File: src/u8e_pkg.sv
`timescale 1ns / 1ps

package u8e_pkg;

    localparam int unsigned CodeW   = 16;
    localparam int unsigned ByteW   = 8;
    localparam int unsigned LenW    = 16;
    localparam int unsigned StatusW = 2;

    localparam logic [LenW-1:0] BufferSizeReset = 16'hffff;

    // Result status codes.
    typedef enum logic [StatusW-1:0] {
        ST_DATA     = 2'd0,
        ST_COMPLETE = 2'd1,
        ST_OVERFLOW = 2'd2
    } t_status;

    // All results caused by one code unit.
    typedef struct packed {
        logic [ByteW-1:0] b0;
        logic [ByteW-1:0] b1;
        logic [ByteW-1:0] b2;
        logic [1:0]       cnt;
        t_status          status;
        logic [LenW-1:0]  len;
    } t_group;

endpackage

File: src/ucs2_to_utf8_encoder_unit.sv
`timescale 1ns / 1ps
// Channel      | Direction | Handshake           | Payload
// -------------+-----------+---------------------+---------------------------------------------
// code unit in | input     | i_valid / o_ready   | i_code_unit
// result out   | output    | o_valid / i_ready   | o_out_byte, o_byte_valid, o_status,
//              |           |                     | o_string_length, o_last
// buffer size  | input     | i_buffer_size_we    | i_buffer_size (no wait, no read-back)
//
// A code unit is sent as one result per transfer: one for ASCII, a terminator or an overflow
// report, two or three for longer characters, so the one-byte output channel sets the rate.
// Code units dropped after an overflow send nothing and retire without waiting for the output.
// The next code unit is taken into the input register while the current one is being sent.
// Reset is synchronous and active low: byte count, discard flag and stage valids clear, and
// the buffer size returns to 65535. o_ready falls only when both stages are full.

module ucs2_to_utf8_encoder_unit
    import u8e_pkg::*;
(
    input  logic                 i_clk,
    input  logic                 i_rst_n,
    // Configuration
    input  logic                 i_buffer_size_we,
    input  logic [LenW-1:0]      i_buffer_size,
    // Code unit channel
    input  logic                 i_valid,
    output logic                 o_ready,
    input  logic [CodeW-1:0]     i_code_unit,
    // Result channel
    output logic                 o_valid,
    input  logic                 i_ready,
    output logic [ByteW-1:0]     o_out_byte,
    output logic                 o_byte_valid,
    output logic [StatusW-1:0]   o_status,
    output logic [LenW-1:0]      o_string_length,
    output logic                 o_last
);

    // Configuration and string state.
    logic [LenW-1:0]  r_buffer_size;
    logic [LenW-1:0]  r_bytes_written, n_bytes_written;
    logic             r_discarding, n_discarding;

    // Input register: the code unit being encoded.
    logic             r_s1_valid, n_s1_valid;
    logic [CodeW-1:0] r_code;

    // Result register: the group of results being sent, one per transfer.
    logic             r_s2_valid, n_s2_valid;
    t_group           r_grp, n_grp;
    logic [1:0]       r_idx, n_idx;

    logic             w_s2_done;
    logic             w_s2_free;
    logic             w_s1_adv;
    logic [1:0]       w_cnt;
    logic [LenW:0]    w_sum;
    logic             w_char_fits;
    logic             w_term_fits;
    logic             w_is_term;
    t_group           w_grp;

    // The last result of the group leaves this cycle, so the result register
    // can take the next group in the same edge.
    assign w_s2_done = r_s2_valid && i_ready && o_last;
    assign w_s2_free = !r_s2_valid || w_s2_done;
    // While discarding, a code unit produces nothing and retires at once.
    assign w_s1_adv  = r_s1_valid && (r_discarding || w_s2_free);
    assign o_ready   = !r_s1_valid || w_s1_adv;

    // Encoding of the held code unit.
    assign w_is_term = (r_code == '0);

    always_comb begin
        if (r_code[CodeW-1:7] == '0) begin
            w_cnt = 2'd1;
        end else if (r_code[CodeW-1:11] == '0) begin
            w_cnt = 2'd2;
        end else begin
            w_cnt = 2'd3;
        end
    end

    assign w_sum       = {1'b0, r_bytes_written} + {{(LenW - 1){1'b0}}, w_cnt};
    assign w_char_fits = (w_sum <= {1'b0, r_buffer_size});
    assign w_term_fits = (r_bytes_written < r_buffer_size);

    always_comb begin
        w_grp        = '0;
        w_grp.cnt    = 2'd1;
        w_grp.status = ST_DATA;
        if (w_is_term) begin
            if (w_term_fits) begin
                w_grp.status = ST_COMPLETE;
                w_grp.len    = r_bytes_written;
            end else begin
                w_grp.status = ST_OVERFLOW;
            end
        end else if (!w_char_fits) begin
            w_grp.status = ST_OVERFLOW;
        end else begin
            w_grp.cnt = w_cnt;
            unique case (w_cnt)
                2'd1: begin
                    w_grp.b0 = r_code[ByteW-1:0];
                end
                2'd2: begin
                    w_grp.b0 = {3'b110, r_code[10:6]};
                    w_grp.b1 = {2'b10, r_code[5:0]};
                end
                default: begin
                    w_grp.b0 = {4'b1110, r_code[15:12]};
                    w_grp.b1 = {2'b10, r_code[11:6]};
                    w_grp.b2 = {2'b10, r_code[5:0]};
                end
            endcase
        end
    end

    // Next-state logic for the string state and both stages.
    always_comb begin
        n_bytes_written = r_bytes_written;
        n_discarding    = r_discarding;
        n_s1_valid      = r_s1_valid;
        n_s2_valid      = r_s2_valid;
        n_grp           = r_grp;
        n_idx           = r_idx;

        if (w_s1_adv) begin
            if (r_discarding) begin
                if (w_is_term) begin
                    n_discarding    = 1'b0;
                    n_bytes_written = '0;
                end
            end else if (w_is_term) begin
                n_bytes_written = '0;
            end else if (!w_char_fits) begin
                n_discarding = 1'b1;
            end else begin
                n_bytes_written = w_sum[LenW-1:0];
            end
        end

        if (w_s1_adv && !r_discarding) begin
            n_s2_valid = 1'b1;
            n_grp      = w_grp;
            n_idx      = 2'd0;
        end else if (w_s2_done) begin
            n_s2_valid = 1'b0;
        end else if (r_s2_valid && i_ready) begin
            n_idx = r_idx + 2'd1;
        end

        if (i_valid && o_ready) begin
            n_s1_valid = 1'b1;
        end else if (w_s1_adv) begin
            n_s1_valid = 1'b0;
        end
    end

    always_ff @(posedge i_clk) begin
        if (!i_rst_n) begin
            r_buffer_size   <= BufferSizeReset;
            r_bytes_written <= '0;
            r_discarding    <= 1'b0;
            r_s1_valid      <= 1'b0;
            r_s2_valid      <= 1'b0;
            r_idx           <= 2'd0;
        end else begin
            if (i_buffer_size_we) begin
                r_buffer_size <= i_buffer_size;
            end
            r_bytes_written <= n_bytes_written;
            r_discarding    <= n_discarding;
            r_s1_valid      <= n_s1_valid;
            r_s2_valid      <= n_s2_valid;
            r_idx           <= n_idx;
        end
    end

    // Payload registers need no reset.
    always_ff @(posedge i_clk) begin
        if (i_valid && o_ready) begin
            r_code <= i_code_unit;
        end
        r_grp <= n_grp;
    end

    // Result channel outputs, one byte of the group per transfer.
    always_comb begin
        unique case (r_idx)
            2'd0:    o_out_byte = r_grp.b0;
            2'd1:    o_out_byte = r_grp.b1;
            default: o_out_byte = r_grp.b2;
        endcase
    end

    assign o_valid         = r_s2_valid;
    assign o_byte_valid    = (r_grp.status != ST_OVERFLOW);
    assign o_status        = r_grp.status;
    assign o_string_length = r_grp.len;
    assign o_last          = ((r_idx + 2'd1) == r_grp.cnt);

endmodule

File: config.mk
export PLATFORM = sky130hd
export DESIGN_NAME = ucs2_to_utf8_encoder_unit
export DESIGN_NICKNAME = d
export VERILOG_FILES = /design/src/u8e_pkg.sv /design/src/ucs2_to_utf8_encoder_unit.sv
export SDC_FILE = /design/constraint.sdc
export NUM_CORES = 1
export LEC_CHECK = 0
export BUFFER_PORTS_ARGS = -buffer_cell sky130_fd_sc_hd__buf_2
export CAP_MARGIN = 20
export CORE_MARGIN = 3
export CORE_UTILIZATION = 40
export CTS_CLUSTER_SIZE = 40
export DETAILED_ROUTE_END_ITERATION = 8
export GPL_ROUTABILITY_DRIVEN = 1
export SYNTH_ARGS = -nofsm -noshare
export SYNTH_HDL_FRONTEND = slang
export SYNTH_SLANG_ARGS = --single-unit
File: constraint.sdc
create_clock -name i_clk -period 8 [get_ports i_clk]
set_clock_uncertainty 0.05 [all_clocks]
set_input_delay 0.4 -clock i_clk [delete_from_list [all_inputs] [get_ports i_clk]]
set_output_delay 0.4 -clock i_clk [all_outputs]
set_load 0.1 [all_outputs]
==> metrics.cfg <==
[final_layout]
finalInstanceArea_sq_um=5770
layout-drive-gt1-share=0.166
nFillCells=1159
nets=633
area_growth_pct=13.1
fin_util=0.471
multiInputGateArea_sq_um=2210
n_antenna_cell=0
final_cells=733
register_area_sq_um=2480

[timing]
hold_ws_ps=180
fin_tns_setup_ps=0
maxSlewViolCount=0
rsz0062_at_grt=false
worstMarginPinSlew_ps=1020
relSlewSlack=0.321
period_minus_slack_ps=5610
finalHoldViolations=0
finalWorstSetupSlack_ps=2390
setup_viol=0
max_clock_freq_mhz=178
finalCritPeriodShare=0.701

[run]
maxCapViolations=0

[placed_design]
place_area_sq_um=5430
gp_congestion=0.873
dpl.cell_count=715
dpl_worst_slack_ps=2020
io_buffers=66
detailed_place_hpwl_mm=8.30

[setup_path]
slowest_stage=nand2_1
reg2regPathDepth=20
cp.required_ps=8080
slowest_delay_ps=460
critical_path.cell_chain=nor2_1 -> nand2_1 -> nor2_1 -> inv_1 -> ha_1 -> inv_1 -> fa_1 -> nand3b_1 -> nor2_1 -> nand2_1 -> or3_1 -> xnor2_1 -> inv_1 -> ha_1 -> a21oi_1 -> o211ai_1 -> or2_2 -> o211ai_2 -> nand2_1 -> nor4_1
path_class=reg -> reg
r2r_setup_slack_ps=2390
crit_end=r_grp[40]
timing.rr.end=r_grp[40]
cp-end-kind=flip-flop
crit_fanout=19
setup.worst_path.start=r_code[13]
crit_path_start_kind=flip-flop
critPathArrivalTime_ps=5690
reg2reg_from=r_code[13]

[floorplan]
dieHeight_um=119
dieArea_sq_um=14100
die_w_um=119
rows=40
core_sq_um=12300
start_util=0.416
io_pins=67

[synth]
synth_compound_area_frac=0.130
yosysSeqAreaShare=0.487
syn_area_sq_um=5100
synth_xor_area_frac=0.0275
synthAdderAreaFrac=0.0897
avgSynthCellArea_sq_um=9.81
yosys-mux-area-fraction=0.00392
synth-simple-area-share=0.181
syn_nets=593
ys_warn_count=0
synth-edff-count=58
synth_top_family_by_area=simple AND/OR/NAND/NOR gates
synth.distinct_cells=51
synthFlopType=edfxtp_1
async_flop_share=0
ys_seq_elements=95
synth_cells=520

[power_and_ir_drop]
combPwrFrac=0.133
swShare=0.267
p_sw_mw=0.313
ir_drop_v=0.000124
leakage_nw=2.48
power_density_nw_per_um2=203
internal_power_mw=0.858
power_frac_clock=0.392
pwr-share-seq=0.475
p_total_mw=1.17

[detailed_routing]
drc=0
routed.top_layer=met4
drt-met1-wl_mm=5.52
dr.first_iter.drc_count=244
met3_length_um=554
finalWirelength_mm=11.4
met2_length_mm=5.16
viasPerCell=5.26
routed-via-count=3855
drtAntennaViolNets=0
wl_per_cell_um=15.6
drt_first_pass_iters=5

[clocking]
cts_max_level=3
cts_tree=built
clk_latency_ps=340
cts_resized=0
cts_inserted_buffers=9
clk_pin_slew_ps=70
hold_buffers=0
root_buffer=clkbuf_16
cts.sinks=95
postCtsSetupRepairBufs=0
cts_buffer_depth=2

[global_route]
overflow=0
grt_max_degree=43
antenna_found_initial=0
grt_pass1_wl_mm=18.8
grtUsageTotal=0.165
first_global_vias=3697

[worst_hold_path]
hp-class=in -> reg

[run_status]
status=completed

## registers in the layout, indices dropped and copies added, names as in the netlist
signal / flops
r_idx: 2
r_grp: 24
r_bytes_written: 16
r_discarding: 1
r_buffer_size: 16
o_string_length: 16
r_s1_valid: 1
o_valid: 1
o_status: 2
r_code: 16
## cell usage after synthesis, types with 3 or more instances
library cell,instances,area (sq um)
edfxtp_1,58,1740
nand2_1,56,210
inv_1,47,176
dfxtp_1,37,741
ha_1,35,438
nor2_1,31,116
a21oi_1,25,125
buf_4,20,150
and2_1,19,119
o211ai_1,19,143
nor3_1,16,80.1
xnor2_1,14,123
clkbuf_1,13,48.8
nand3_1,13,65.1
nand4_1,13,81.3
o22ai_1,11,68.8
and3_1,9,56.3
a22oi_1,7,52.6
buf_2,7,35.0
nor4_1,6,37.5
o21ai_0,6,30.0
a21o_1,5,37.5
a31oi_1,5,31.3
nand2b_1,4,25.0
a21boi_0,3,22.5
nand3b_1,3,22.5
nor2b_1,3,18.8
nor3b_1,3,22.5
o311ai_0,3,26.3
or3_1,3,18.8
## layer usage
metal  track usage  up-vias
li1              -     1925
met1         0.228     1815
met4        0.0565        0
met3        0.0323       14
met2         0.260      101
met5             0        -
## cells by family after synthesis
logic type | Yosys count
multiplexers | 2
AO/OA/AOI/OAI | 98
XOR/XNOR | 16
buffers and inverters | 88
AND/OR/NAND/NOR | 185
adder cells (fa/ha/maj) | 36
flip-flops | 95
## critical path: cells and delay by family (launching register included)
family                     cells  cell delay, ps
xor gates and xnor gates       1             180
DFF                            1             380
adders and majority gates      3             880
and+or+nand+nor               10            3110
AOI/OAI and AO/OA              3             580
buffers and inverters          3             200
## power groups by stage
stage / combinational, mW / sequential [mW] / clock [mW]
3_3_place_gp: 0.151 / 0.567 / 0
6_report: 0.155 / 0.557 / 0.459
3_5_place_dp: 0.154 / 0.567 / 0
2_1_floorplan: 0.122 / 0.565 / 0
4_1_cts: 0.155 / 0.557 / 0.470
5_1_grt: 0.169 / 0.559 / 0.491
## worst min path at each step
stage	startpoint	slack (ps)	end	depth (start not counted)
after floorplan	r_bytes_written[0]	400	r_bytes_written[0]	2
after global placement	r_idx[1]	440	r_idx[1]	2
after detailed placement	r_idx[1]	440	r_idx[1]	2
after CTS	i_code_unit[5]	170	r_code[5]	1
after global routing	i_code_unit[2]	160	r_code[2]	1
final	i_code_unit[5]	180	r_code[5]	1
## placed cells by master, fill, tap and decap left out, types with 3 or more instances in the layout
cell	instances
buf_2	66
edfxtp_1	58
nand2_1	56
inv_1	47
dfxtp_1	37
ha_1	35
nor2_1	30
a21oi_1	25
and2_1	19
o211ai_1	19
nor3_1	16
xnor2_1	14
nand4_1	13
nand3_1	13
o22ai_1	11
and3_1	9
clkbuf_16	9
a22oi_1	7
o21ai_0	6
nor4_1	6
a31oi_1	5
a21o_1	5
nand2b_1	4
a21boi_0	3
nor2b_1	3
nand3b_1	3
or3_1	3
nor3b_1	3
o311ai_0	3
## cell type report
type,count,share of cell area
sequential,95,0.430
timing repair buffer,70,0.0642
inverter,47,0.0306
clock inverter,7,0.0165
multi-input combinational,337,0.383
clock buffer,9,0.0390
tap,168,0.0364
Power figures use the tool's default switching activity.
